## src/hdl/tal_pkg.sv

```systemverilog
`default_nettype none
// ----------------------------------------------------------------------------
// tal_pkg: shared types and constants of the thermistor average/linearizer
// widths, fixed-point formats, polynomial coefficients and word layouts
// ----------------------------------------------------------------------------
package tal_pkg;

	// window depth default, handed to the top level parameter
	localparam int WINDOW_DEF = 60;

	localparam int SAMPLE_W = 10;
	localparam int SUM_W    = 16;
	localparam int VOLT_W   = 19;
	localparam int FRAC_W   = 16;
	localparam int ACC_W    = 36;
	localparam int TEMP_W   = 12;
	localparam int DIGIT_W  = 4;

	// reciprocal divide of the running sum by the window
	localparam int RECIP_SHIFT = 22;
	localparam int RECIP_W     = RECIP_SHIFT + 1;

	// volts = floor(avg * 5 * 2^16 / 1023) = y + floor(y / 1023), y = 320 * avg
	localparam int VOLT_SCALE       = 320;
	localparam int VOLT_DIV         = 1023;
	localparam int VOLT_RECIP_SHIFT = 29;
	localparam int VOLT_RECIP_W     = 20;
	localparam int VOLT_RECIP       = (1 << VOLT_RECIP_SHIFT) / VOLT_DIV;
	localparam int VOLT_Q_W         = 10;

	// temperature range and display window, tenths of a degree
	localparam int TENTHS_MIN = -1000;
	localparam int TENTHS_MAX = 2000;
	localparam int DISP_MAX   = 999;

	localparam int QUEUE_DEPTH = 2;

	typedef logic signed [ACC_W-1:0] acc_t;

	localparam int POLY_DEG = 6;

	// signed Q16.16 coefficients, c0 first
	localparam acc_t POLY_COEF [POLY_DEG+1] = '{
		ACC_W'(8675656),
		ACC_W'(-12153651),
		ACC_W'(11027087),
		ACC_W'(-5790171),
		ACC_W'(1631715),
		ACC_W'(-230870),
		ACC_W'(12707)
	};

	typedef struct packed {
		logic [SAMPLE_W-1:0] adc_sample;
	} adc_word_t;

	typedef struct packed {
		logic [SAMPLE_W-1:0]      averaged_sample;
		logic signed [TEMP_W-1:0] temp_tenths;
		logic [DIGIT_W-1:0]       tens_digit;
		logic [DIGIT_W-1:0]       units_digit;
		logic [DIGIT_W-1:0]       tenths_digit;
		logic                     display_clamped;
	} temp_word_t;

	// job handed from the averaging front to the polynomial back
	typedef struct packed {
		logic [SAMPLE_W-1:0] avg;
		logic [VOLT_W-1:0]   volts;
	} tal_job_t;

endpackage
`default_nettype wire

```

## src/hdl/tal_stream_if.sv

```systemverilog
`default_nettype none
// ----------------------------------------------------------------------------
// tal_stream_if: valid/ready channel
// carries one word per handshake, payload type set per instance
// ----------------------------------------------------------------------------
interface tal_stream_if #(
	parameter type payload_t = logic
);
	logic     valid;
	logic     ready;
	payload_t data;

	modport source (output valid, output data, input ready);
	modport sink   (input valid, input data, output ready);
endinterface
`default_nettype wire

```

## src/hdl/tal_front.sv

```systemverilog
`default_nettype none
// ----------------------------------------------------------------------------
// tal_front: sample window and scaling
// keeps the sample ring and running sum, forms the average and the volts value
// ----------------------------------------------------------------------------
module tal_front #(
	parameter int WINDOW = tal_pkg::WINDOW_DEF
) (
	input  wire logic         clk,
	input  wire logic         arst_n,
	tal_stream_if.sink        adc,
	output logic              job_valid,
	output tal_pkg::tal_job_t job,
	input  wire logic         queue_full
);
	import tal_pkg::*;

	localparam int SLOT_W = (WINDOW > 1) ? $clog2(WINDOW) : 1;
	localparam int WIN_W  = $clog2(WINDOW + 1);
	localparam int QW_W   = SUM_W + WIN_W;
	localparam int PROD_W = SUM_W + RECIP_W;
	localparam int VPROD_W = VOLT_W + VOLT_RECIP_W;
	localparam logic [SLOT_W-1:0]  LAST_SLOT = SLOT_W'(WINDOW - 1);
	localparam logic [RECIP_W-1:0] RECIP     = RECIP_W'((1 << RECIP_SHIFT) / WINDOW);
	localparam logic [SAMPLE_W-1:0] AVG_MAX  = '1;

	localparam logic [2:0] ST_IDLE = 3'd0;
	localparam logic [2:0] ST_RD   = 3'd1;
	localparam logic [2:0] ST_SUM  = 3'd2;
	localparam logic [2:0] ST_MUL  = 3'd3;
	localparam logic [2:0] ST_AVG  = 3'd4;
	localparam logic [2:0] ST_VMUL = 3'd5;
	localparam logic [2:0] ST_VOLT = 3'd6;
	localparam logic [2:0] ST_PUSH = 3'd7;

	logic [2:0]          state_q;
	logic [SAMPLE_W-1:0] sample_q;
	logic [SAMPLE_W-1:0] ring_rd_q;
	logic [SAMPLE_W-1:0] ring_mem [WINDOW];
	logic [WINDOW-1:0]   ring_vld_q;
	logic [SLOT_W-1:0]   slot_q;
	logic [SUM_W-1:0]    sum_q;
	logic [PROD_W-1:0]   prod_q;
	logic [SAMPLE_W-1:0] avg_q;
	logic [VPROD_W-1:0]  vprod_q;
	tal_job_t            job_q;

	logic [SAMPLE_W-1:0] old_sample;
	logic [SUM_W-1:0]    q_est;
	logic [QW_W-1:0]     q_w;
	logic [QW_W-1:0]     q_rem;
	logic [SUM_W-1:0]    q_fix;
	logic [SAMPLE_W-1:0] avg_next;
	logic [VOLT_W-1:0]   y_scaled;
	logic [VOLT_Q_W-1:0] vq_est;
	logic [VOLT_W-1:0]   vq_rem;
	logic [VOLT_Q_W-1:0] vq_fix;
	logic [VOLT_W-1:0]   volts_next;

	assign adc.ready = (state_q == ST_IDLE);
	assign job_valid = (state_q == ST_PUSH);
	assign job       = job_q;

	// an entry never written since reset reads as zero
	assign old_sample = ring_vld_q[slot_q] ? ring_rd_q : '0;

	// sum / WINDOW by reciprocal, estimate low by at most one
	always_comb begin
		q_est = prod_q[RECIP_SHIFT +: SUM_W];
		q_w   = QW_W'(q_est) * QW_W'(WINDOW);
		q_rem = QW_W'(sum_q) - q_w;
		q_fix = (q_rem >= QW_W'(WINDOW)) ? q_est + 1'b1 : q_est;
		avg_next = (q_fix > SUM_W'(AVG_MAX)) ? AVG_MAX : q_fix[SAMPLE_W-1:0];
	end

	// y / 1023 by reciprocal, same one-step correction
	always_comb begin
		y_scaled   = VOLT_W'(avg_q) * VOLT_W'(VOLT_SCALE);
		vq_est     = vprod_q[VOLT_RECIP_SHIFT +: VOLT_Q_W];
		vq_rem     = y_scaled - VOLT_W'(vq_est) * VOLT_W'(VOLT_DIV);
		vq_fix     = (vq_rem >= VOLT_W'(VOLT_DIV)) ? vq_est + 1'b1 : vq_est;
		volts_next = y_scaled + VOLT_W'(vq_fix);
	end

	always_ff @(posedge clk) begin
		if (state_q == ST_IDLE && adc.valid) begin
			ring_rd_q <= ring_mem[slot_q];
		end
		if (state_q == ST_SUM) begin
			ring_mem[slot_q] <= sample_q;
		end
	end

	always_ff @(posedge clk or negedge arst_n) begin
		if (!arst_n) begin
			state_q    <= ST_IDLE;
			ring_vld_q <= '0;
			slot_q     <= '0;
			sum_q      <= '0;
		end else begin
			unique case (state_q)
				ST_IDLE: begin
					if (adc.valid) begin
						state_q <= ST_RD;
					end
				end
				ST_RD: begin
					state_q <= ST_SUM;
				end
				ST_SUM: begin
					sum_q              <= sum_q - SUM_W'(old_sample) + SUM_W'(sample_q);
					ring_vld_q[slot_q] <= 1'b1;
					slot_q             <= (slot_q == LAST_SLOT) ? '0 : slot_q + 1'b1;
					state_q            <= ST_MUL;
				end
				ST_MUL:  state_q <= ST_AVG;
				ST_AVG:  state_q <= ST_VMUL;
				ST_VMUL: state_q <= ST_VOLT;
				ST_VOLT: state_q <= ST_PUSH;
				ST_PUSH: begin
					if (!queue_full) begin
						state_q <= ST_IDLE;
					end
				end
				default: state_q <= ST_IDLE;
			endcase
		end
	end

	always_ff @(posedge clk) begin
		if (state_q == ST_IDLE && adc.valid) begin
			sample_q <= adc.data.adc_sample;
		end
		if (state_q == ST_MUL) begin
			prod_q <= PROD_W'(sum_q) * PROD_W'(RECIP);
		end
		if (state_q == ST_AVG) begin
			avg_q <= avg_next;
		end
		if (state_q == ST_VMUL) begin
			vprod_q <= VPROD_W'(y_scaled) * VPROD_W'(VOLT_RECIP);
		end
		if (state_q == ST_VOLT) begin
			job_q.avg   <= avg_q;
			job_q.volts <= volts_next;
		end
	end

	a_slot_range: assert property (@(posedge clk) disable iff (!arst_n)
		int'(slot_q) < WINDOW)
		else $error("write slot beyond window");

	a_sum_bound: assert property (@(posedge clk) disable iff (!arst_n)
		int'(sum_q) <= WINDOW * ((1 << SAMPLE_W) - 1))
		else $error("running sum exceeds window of full-scale samples");

endmodule
`default_nettype wire

```

## src/hdl/tal_queue.sv

```systemverilog
`default_nettype none
// ----------------------------------------------------------------------------
// tal_queue: job queue between front and back
// small register fifo so either side can stall on its own
// ----------------------------------------------------------------------------
module tal_queue (
	input  wire logic         clk,
	input  wire logic         arst_n,
	input  wire logic         push,
	input  tal_pkg::tal_job_t push_job,
	output logic              full,
	input  wire logic         pop,
	output logic              empty,
	output tal_pkg::tal_job_t head
);
	import tal_pkg::*;

	localparam int PTR_W = (QUEUE_DEPTH > 1) ? $clog2(QUEUE_DEPTH) : 1;
	localparam int CNT_W = $clog2(QUEUE_DEPTH + 1);
	localparam logic [PTR_W-1:0] LAST_PTR = PTR_W'(QUEUE_DEPTH - 1);

	tal_job_t         slot_q [QUEUE_DEPTH];
	logic [PTR_W-1:0] wr_ptr_q;
	logic [PTR_W-1:0] rd_ptr_q;
	logic [CNT_W-1:0] count_q;
	logic             do_push;
	logic             do_pop;

	assign full    = (count_q == CNT_W'(QUEUE_DEPTH));
	assign empty   = (count_q == '0);
	assign head    = slot_q[rd_ptr_q];
	assign do_push = push && !full;
	assign do_pop  = pop && !empty;

	always_ff @(posedge clk) begin
		if (do_push) begin
			slot_q[wr_ptr_q] <= push_job;
		end
	end

	always_ff @(posedge clk or negedge arst_n) begin
		if (!arst_n) begin
			wr_ptr_q <= '0;
			rd_ptr_q <= '0;
			count_q  <= '0;
		end else begin
			if (do_push) begin
				wr_ptr_q <= (wr_ptr_q == LAST_PTR) ? '0 : wr_ptr_q + 1'b1;
			end
			if (do_pop) begin
				rd_ptr_q <= (rd_ptr_q == LAST_PTR) ? '0 : rd_ptr_q + 1'b1;
			end
			unique case ({do_push, do_pop})
				2'b10:   count_q <= count_q + 1'b1;
				2'b01:   count_q <= count_q - 1'b1;
				default: count_q <= count_q;
			endcase
		end
	end

	a_count_bound: assert property (@(posedge clk) disable iff (!arst_n)
		int'(count_q) <= QUEUE_DEPTH)
		else $error("queue count above depth");

endmodule
`default_nettype wire

```

## src/hdl/tal_back.sv

```systemverilog
`default_nettype none
// ----------------------------------------------------------------------------
// tal_back: polynomial linearizer and digit split
// horner over one shared multiplier, then tenths, saturation and digits
// ----------------------------------------------------------------------------
module tal_back (
	input  wire logic         clk,
	input  wire logic         arst_n,
	input  wire logic         job_ready,
	input  tal_pkg::tal_job_t job,
	output logic              job_pop,
	tal_stream_if.source      temp
);
	import tal_pkg::*;

	localparam int MPROD_W = ACC_W + VOLT_W + 1;
	localparam int TEN_W   = ACC_W + 4;
	localparam int HUND_W  = 16;
	localparam int REM_W   = 7;
	localparam int TENS_W  = 15;
	localparam int CLAMP_W = 10;

	localparam logic [2:0] ST_IDLE  = 3'd0;
	localparam logic [2:0] ST_MUL   = 3'd1;
	localparam logic [2:0] ST_ADD   = 3'd2;
	localparam logic [2:0] ST_TENTH = 3'd3;
	localparam logic [2:0] ST_DIGIT = 3'd4;

	logic [2:0]                state_q;
	logic [2:0]                k_q;
	logic [SAMPLE_W-1:0]       avg_q;
	logic [VOLT_W-1:0]         volts_q;
	acc_t                      acc_q;
	logic signed [MPROD_W-1:0] prod_q;
	logic signed [TEMP_W-1:0]  tenths_q;
	temp_word_t                res_q;
	logic                      res_valid_q;

	logic signed [TEN_W-1:0]   acc_ext;
	logic signed [TEN_W-1:0]   x10;
	logic signed [TEN_W-1:0]   x10_biased;
	logic signed [TEN_W-1:0]   x10_shr;
	logic signed [TEMP_W-1:0]  tenths_next;
	logic                      clip;
	logic [CLAMP_W-1:0]        clamped;
	logic [HUND_W-1:0]         hund_prod;
	logic [DIGIT_W-1:0]        hund_d;
	logic [REM_W-1:0]          rem_h;
	logic [TENS_W-1:0]         tens_prod;
	logic [DIGIT_W-1:0]        tens_d;
	logic [DIGIT_W-1:0]        unit_d;
	logic                      load;

	assign job_pop    = (state_q == ST_IDLE) && job_ready;
	assign load       = (state_q == ST_DIGIT) && (!res_valid_q || temp.ready);
	assign temp.valid = res_valid_q;
	assign temp.data  = res_q;

	// acc * 10 truncated toward zero, then saturated
	always_comb begin
		acc_ext    = TEN_W'(acc_q);
		x10        = (acc_ext <<< 3) + (acc_ext <<< 1);
		x10_biased = x10 + (x10[TEN_W-1] ? TEN_W'((1 << FRAC_W) - 1) : TEN_W'(0));
		x10_shr    = x10_biased >>> FRAC_W;
		if (x10_shr < $signed(TEN_W'(TENTHS_MIN))) begin
			tenths_next = TEMP_W'(TENTHS_MIN);
		end else if (x10_shr > $signed(TEN_W'(TENTHS_MAX))) begin
			tenths_next = TEMP_W'(TENTHS_MAX);
		end else begin
			tenths_next = x10_shr[TEMP_W-1:0];
		end
	end

	// clamp to the display range, split by reciprocal multiplies
	always_comb begin
		priority if (tenths_q < $signed(TEMP_W'(0))) begin
			clamped = '0;
			clip    = 1'b1;
		end else if (tenths_q > $signed(TEMP_W'(DISP_MAX))) begin
			clamped = CLAMP_W'(DISP_MAX);
			clip    = 1'b1;
		end else begin
			clamped = tenths_q[CLAMP_W-1:0];
			clip    = 1'b0;
		end
		hund_prod = HUND_W'(clamped) * HUND_W'(41);
		hund_d    = hund_prod[12 +: DIGIT_W];
		rem_h     = REM_W'(HUND_W'(clamped) - HUND_W'(hund_d) * HUND_W'(100));
		tens_prod = TENS_W'(rem_h) * TENS_W'(205);
		tens_d    = tens_prod[11 +: DIGIT_W];
		unit_d    = DIGIT_W'(rem_h - REM_W'(tens_d) * REM_W'(10));
	end

	always_ff @(posedge clk or negedge arst_n) begin
		if (!arst_n) begin
			state_q     <= ST_IDLE;
			res_valid_q <= 1'b0;
		end else begin
			unique case (state_q)
				ST_IDLE: begin
					if (job_ready) begin
						state_q <= ST_MUL;
					end
				end
				ST_MUL: state_q <= ST_ADD;
				ST_ADD: begin
					state_q <= (k_q == '0) ? ST_TENTH : ST_MUL;
				end
				ST_TENTH: state_q <= ST_DIGIT;
				ST_DIGIT: begin
					if (load) begin
						state_q <= ST_IDLE;
					end
				end
				default: state_q <= ST_IDLE;
			endcase
			if (load) begin
				res_valid_q <= 1'b1;
			end else if (temp.ready) begin
				res_valid_q <= 1'b0;
			end
		end
	end

	always_ff @(posedge clk) begin
		if (job_pop) begin
			avg_q   <= job.avg;
			volts_q <= job.volts;
			acc_q   <= POLY_COEF[POLY_DEG];
			k_q     <= 3'(POLY_DEG - 1);
		end
		if (state_q == ST_MUL) begin
			prod_q <= MPROD_W'(acc_q) * $signed({1'b0, volts_q});
		end
		if (state_q == ST_ADD) begin
			// arithmetic shift floors toward minus infinity
			acc_q <= ACC_W'(prod_q >>> FRAC_W) + POLY_COEF[k_q];
			if (k_q != '0) begin
				k_q <= k_q - 1'b1;
			end
		end
		if (state_q == ST_TENTH) begin
			tenths_q <= tenths_next;
		end
		if (load) begin
			res_q.averaged_sample <= avg_q;
			res_q.temp_tenths     <= tenths_q;
			res_q.tens_digit      <= hund_d;
			res_q.units_digit     <= tens_d;
			res_q.tenths_digit    <= unit_d;
			res_q.display_clamped <= clip;
		end
	end

	a_tenths_range: assert property (@(posedge clk) disable iff (!arst_n)
		temp.valid |-> (temp.data.temp_tenths >= $signed(TEMP_W'(TENTHS_MIN)) &&
			temp.data.temp_tenths <= $signed(TEMP_W'(TENTHS_MAX))))
		else $error("temperature outside saturation range");

	a_clamp_flag: assert property (@(posedge clk) disable iff (!arst_n)
		temp.valid |-> (temp.data.display_clamped ==
			(temp.data.temp_tenths < $signed(TEMP_W'(0)) ||
			temp.data.temp_tenths > $signed(TEMP_W'(DISP_MAX)))))
		else $error("clamp flag disagrees with temperature");

endmodule
`default_nettype wire

```

## src/hdl/thermistor_average_linearize_top.sv

```systemverilog
`default_nettype none
// ----------------------------------------------------------------------------
// thermistor_average_linearize_top: thermistor reading to display temperature
// moving average, volts scaling, degree-6 linearization and digit split
// ----------------------------------------------------------------------------
// Each word on adc carries one 10-bit converter reading. The block keeps the
// last WINDOW readings in a ring (zero after reset) with their running sum and
// returns exactly one word on temp per reading: the truncated average, the
// temperature in tenths of a degree (saturated to -1000..2000) and three
// display digits of that value clamped to 0..999, with a flag when clamping
// took place. The front takes a new reading only once it has read the ring,
// updated the sum, run two reciprocal divides and pushed its job, and it
// waits while the queue is full. The back takes one job at a time: the Horner
// loop shares one multiplier over six multiply/add steps, followed by the
// tenths and digit stages. A two-entry queue sits between front and back, and
// the result sits in an output register, so a new reading can be taken while
// a result still waits on temp.ready.
// ----------------------------------------------------------------------------
module thermistor_average_linearize_top #(
	parameter int WINDOW = tal_pkg::WINDOW_DEF
) (
	input  wire logic    clk,
	input  wire logic    arst_n,
	tal_stream_if.sink   adc,
	tal_stream_if.source temp
);
	import tal_pkg::*;

	// front to queue
	logic     job_valid;
	tal_job_t job_in;
	logic     queue_full;

	// queue to back
	logic     queue_empty;
	logic     job_pop;
	tal_job_t job_head;

	// averaging and volts scaling
	tal_front #(
		.WINDOW(WINDOW)
	) u_front (
		.clk       (clk),
		.arst_n    (arst_n),
		.adc       (adc),
		.job_valid (job_valid),
		.job       (job_in),
		.queue_full(queue_full)
	);

	// decouples the two halves
	tal_queue u_queue (
		.clk     (clk),
		.arst_n  (arst_n),
		.push    (job_valid),
		.push_job(job_in),
		.full    (queue_full),
		.pop     (job_pop),
		.empty   (queue_empty),
		.head    (job_head)
	);

	// polynomial, tenths and digits, holds the result register
	tal_back u_back (
		.clk      (clk),
		.arst_n   (arst_n),
		.job_ready(!queue_empty),
		.job      (job_head),
		.job_pop  (job_pop),
		.temp     (temp)
	);

endmodule
`default_nettype wire

```

## src/flat_wrapper.sv

```systemverilog
// flat-port wrapper written by rule: the top's interface ports become plain ports
module thermistor_average_linearize_top_flat import tal_pkg::*;
#(
	parameter int WINDOW = tal_pkg::WINDOW_DEF
)
  (clk, arst_n, adc_valid, adc_data, adc_ready, temp_valid, temp_data, temp_ready);
  tal_stream_if #(.payload_t(adc_word_t)) adc_i ();
  tal_stream_if #(.payload_t(temp_word_t)) temp_i ();
  input  wire logic clk;
  input  wire logic arst_n;
  input wire logic [$bits(adc_i.valid)-1:0] adc_valid;
  input wire logic [$bits(adc_i.data)-1:0] adc_data;
  output wire logic [$bits(adc_i.ready)-1:0] adc_ready;
  output wire logic [$bits(temp_i.valid)-1:0] temp_valid;
  output wire logic [$bits(temp_i.data)-1:0] temp_data;
  input wire logic [$bits(temp_i.ready)-1:0] temp_ready;
  assign adc_i.valid = adc_valid;
  assign adc_i.data = adc_data;
  assign adc_ready = adc_i.ready;
  assign temp_valid = temp_i.valid;
  assign temp_data = temp_i.data;
  assign temp_i.ready = temp_ready;
  thermistor_average_linearize_top #(.WINDOW(WINDOW)) u_core (.clk(clk), .arst_n(arst_n), .adc(adc_i), .temp(temp_i));
endmodule
```

## config.mk

```make
export PLATFORM = sky130hd
export DESIGN_NAME = thermistor_average_linearize_top_flat
export DESIGN_NICKNAME = d
export VERILOG_FILES = /design/src/hdl/tal_pkg.sv /design/src/hdl/tal_stream_if.sv /design/src/hdl/tal_front.sv /design/src/hdl/tal_queue.sv /design/src/hdl/tal_back.sv /design/src/hdl/thermistor_average_linearize_top.sv /design/src/flat_wrapper.sv
export SDC_FILE = /design/constraint.sdc
export NUM_CORES = 2
export LEC_CHECK = 0
export ABC_AREA = 1
export BUFFER_PORTS_ARGS = -buffer_cell sky130_fd_sc_hd__buf_2
export CAP_MARGIN = 10
export CORE_MARGIN = 4
export CORE_UTILIZATION = 60
export DETAILED_ROUTE_END_ITERATION = 8
export HOLD_SLACK_MARGIN = 0.02
export PLACE_DENSITY = 0.79
export SLEW_MARGIN = 20
export SYNTH_ARGS = -nofsm -noshare
export SYNTH_HDL_FRONTEND = slang
export SYNTH_SLANG_ARGS = --single-unit
```

## constraint.sdc

```tcl
create_clock -name clk -period 14.17 [get_ports clk]
set_clock_uncertainty 0.15 [all_clocks]
set_input_delay 0.7085 -clock clk [delete_from_list [all_inputs] [get_ports clk]]
set_output_delay 0.7085 -clock clk [all_outputs]
set_load 0.01 [all_outputs]
```

==> results.cfg <==
[synthesis]
yosysSeqAreaShare_pct = 38.3
synth.most_common_cell = nand2_1
syn_area_um2 = 75700
yosys_warnings = 0
syn-num-nets = 9056
yosysTopAreaCell = edfxtp_1
avgSynthCellArea_um2 = 9.75
synth_edf_count = 886
synth_top_area_share_pct = 35.2
postSynthCellCount = 7763
async_reset_ff_share_pct = 9.47
ys_seq_elements = 982
synth.area.top_cells = edfxtp_1 35%, fa_1 20%, nand2_1 8.7%
synth_common_cells = 1746 x nand2_1, 1569 x inv_1, 886 x edfxtp_1
synth-main-ff-cell = edfxtp_1
ys_types = 58

[timing]
hold_viol_final = 0
post-route-period-util_pct = 67.4
max_freq_mhz = 105
timing.final.max_slew_violations = 0
tightest_slew_ns = 1.20
relSlewSlack_pct = 18.0
setup_tns_ns = 0
final-setup-viol-count = 0
finalCriticalPeriod_ns = 9.55
rsz0062_at_grt = false

[clocking]
root_buffer = clkbuf_16
clkTransAtPathRegs_ns = 0.06
clockBufferDepth = 3
cts_resized = 0
cts_tree = built
cts_setup_buffers = 0
cts_buffers = 99
insertion_delay_ns = 0.76
h-tree-depth = 3
cts.sinks = 982

[setup_path]
r2r_setup_slack_ns = 4.62
start_kind = register
r2r_end = u_core.u_back.temp.data[4]$_DFFE_PP_
cp_data_arrival_time_ns = 9.84
regToRegStartpoint = u_core.u_back.tenths_q[4]$_SDFFCE_PP1P_
slowest_delay_ns = 0.70
end_kind = register
crit_start = u_core.u_back.tenths_q[4]$_SDFFCE_PP1P_
rr_worst_depth = 46
crit_type = register to register
slowest_stage = o21ai_0
crit_fanout = 7
worstPathRequired_ns = 14.46

[placement]
place_hpwl_um = 133000
port_buffers = 50
dpl_cell_area_um2 = 77800
dp.cells = 9301
gp_congestion = 0.953

[final_layout]
fin_cells = 9497
fin_util_pct = 64.8
fin_nets = 9057
fin_area_um2 = 81300
drive_gt1_share_pct = 6.03
nFillCells = 9617
area_growth_pct = 7.39
ff_latch_area_um2 = 29000
multi_input_area_um2 = 40000
antenna_cells = 0

[die]
ios = 51
die_w_um = 363
row_count = 130
die_h_um = 363
die_area_um2 = 132000
core_um2 = 125000
start_util_pct = 60.3

[route]
vias_per_cell = 5.74
drt_first_iter_violations = 5523
drtPass1Iterations = 6
postRouteAntennaNets = 0
dr_total_vias = 54500
wl_per_cell_um = 19.6
totalWireLength_um = 186000
drc_errors = 0

[hold_path]
min_path_cells = 4
min_path_type = input port to register
min_to = u_core.u_back.temp.valid$_DFFE_PN0P_
holdCritStartpoint = temp_ready

[flow_run]
maxCapViolations = 0

[global_routing]
grt_max_degree = 62
grt_pass1_wl_um = 299000
overflow = 0
grtUsageTotal_pct = 28.8
antenna_found_initial = 6
grt_pass1_vias = 56000

[status]
outcome = finished, final reports clean
-- worst max-delay path, delay by kind of cell, from the launching register on --
| kind | cells | cell delay, ns |
|---|---|---|
| AO/OA/AOI/OAI | 4 | 1.18 |
| adder cells (fa/ha/maj) | 12 | 3.94 |
| flip-flops | 1 | 0.41 |
| AND/OR/NAND/NOR | 16 | 1.72 |
| XOR/XNOR | 6 | 1.25 |
| buffers and inverters | 8 | 0.66 |
-- per-stage QoR --
| step | setup slack (ns) | hold WS, ns |
|---|---|---|
| floorplan | 5.58 | 0.250 |
| global placement | 4.53 | 0.251 |
| detailed placement | 4.49 | 0.255 |
| CTS | 4.48 | 0.180 |
| global route | 3.85 | 0.238 |
| finish | 4.62 | 0.235 |
-- area by class of cell --
cell class              instances  share of cell area (%)
inverters                    1584                    7.32
clock inverters                57                   0.811
multi-input cells            4948                    49.2
clock buffers                 127                    3.21
flip-flops and latches        982                    35.7
well taps                    1650                    2.54
repair buffers                149                    1.27
-- sequential cells by signal, summed over array words and instances (netlist names), 2 cells and up --
name                       count
u_core.u_front.sample_q       10
u_core.u_front.ring_vld_q     60
u_core.u_front.avg_q          10
u_core.u_front.sum_q          16
u_core.u_back.tenths_q        12
u_core.u_front.state_q         3
u_core.u_front.ring_rd_q      10
u_core.u_front.vprod_q        10
u_core.u_back.acc_q           36
u_core.u_queue.count_q         2
u_core.u_front.prod_q         11
u_core.u_back.prod_q          36
u_core.u_back.temp.data       35
u_core.u_queue.slot_q         58
u_core.u_back.k_q              3
u_core.u_front.job            29
u_core.u_front.slot_q          6
u_core.u_back.avg_q           10
u_core.u_back.state_q          3
u_core.u_front.ring_mem      600
u_core.u_back.volts_q         19
-- layout by cell type (no fill, tap or decap), types with 9 or more instances in the layout --
| cell type | netlist | routed |
|---|---|---|
| clkinv_2 | 0 | 12 |
| nor2_1 | 391 | 351 |
| nand2_1 | 1746 | 1746 |
| buf_4 | 0 | 88 |
| a211oi_1 | 18 | 18 |
| nor3_1 | 34 | 31 |
| dlygate4sd3_1 | 0 | 11 |
| nor4_1 | 9 | 9 |
| o21a_1 | 25 | 25 |
| fa_1 | 765 | 765 |
| xnor2_1 | 52 | 52 |
| a21oi_1 | 286 | 286 |
| o21ai_1 | 10 | 10 |
| nand3_2 | 15 | 15 |
| o22ai_1 | 28 | 28 |
| o21ai_0 | 229 | 229 |
| clkbuf_1 | 208 | 25 |
| a21o_1 | 24 | 24 |
| a22oi_1 | 75 | 75 |
| a22o_1 | 59 | 59 |
| o221ai_1 | 11 | 11 |
| nor2_2 | 20 | 50 |
| a31oi_1 | 19 | 19 |
| dfrtp_1 | 93 | 93 |
| buf_2 | 6 | 49 |
| clkinv_1 | 8 | 28 |
| nand3_1 | 125 | 125 |
| o211ai_1 | 13 | 13 |
| inv_1 | 1569 | 1568 |
| o21bai_1 | 19 | 19 |
| xor2_1 | 129 | 129 |
| or2_2 | 35 | 35 |
| edfxtp_1 | 886 | 886 |
| ha_1 | 514 | 514 |
| nor2_4 | 14 | 24 |
| a221oi_1 | 68 | 68 |
| nand2_2 | 44 | 44 |
| nand4_1 | 110 | 110 |
| clkbuf_16 | 0 | 99 |
-- worst max path at each step --
stage | to | depth (start not counted)
after detailed placement | u_core.u_back.temp.data[4]$_DFFE_PP_ | 46
after global routing | u_core.u_back.temp.data[4]$_DFFE_PP_ | 46
after global placement | u_core.u_back.temp.data[4]$_DFFE_PP_ | 46
after floorplan | u_core.u_back.temp.data[4]$_DFFE_PP_ | 44
final | u_core.u_back.temp.data[4]$_DFFE_PP_ | 46
after CTS | u_core.u_back.temp.data[4]$_DFFE_PP_ | 46
-- what timing repair did --
item / in CTS / in global routing
endpoints found under the setup margin: 0 / 0
hold buffers: 11 / 0
endpoints found under the hold margin: 55 / 0
-- kinds of logic (layout without fill, tap and decap cells) --
kind of cell,count (synthesis),after routing,synth area share [%]
adder cells (fa/ha/maj),1279,1279,28.7
other,1,1,0.00496
XOR/XNOR,182,182,2.13
flip-flops,982,982,38.3
AO/OA/AOI/OAI,918,918,7.57
buffers and inverters,1833,1917,9.10
AND/OR/NAND/NOR,2568,2568,14.1
-- per-layer routing --
| layer | vias up | GRT usage [%] | routed length, um |
|---|---|---|---|
| met4 | 4 | 9.84 | 6710 |
| met3 | 478 | 4.82 | 17400 |
| met2 | 2520 | 47.2 | 87800 |
| met1 | 26700 | 39.3 | 74200 |
| li1 | 24800 | - | - |
| met5 | - | 0 | 23 |
Power is not shown: default switching activity piles up to over one toggle a cycle in this logic, so the estimate is an artifact.
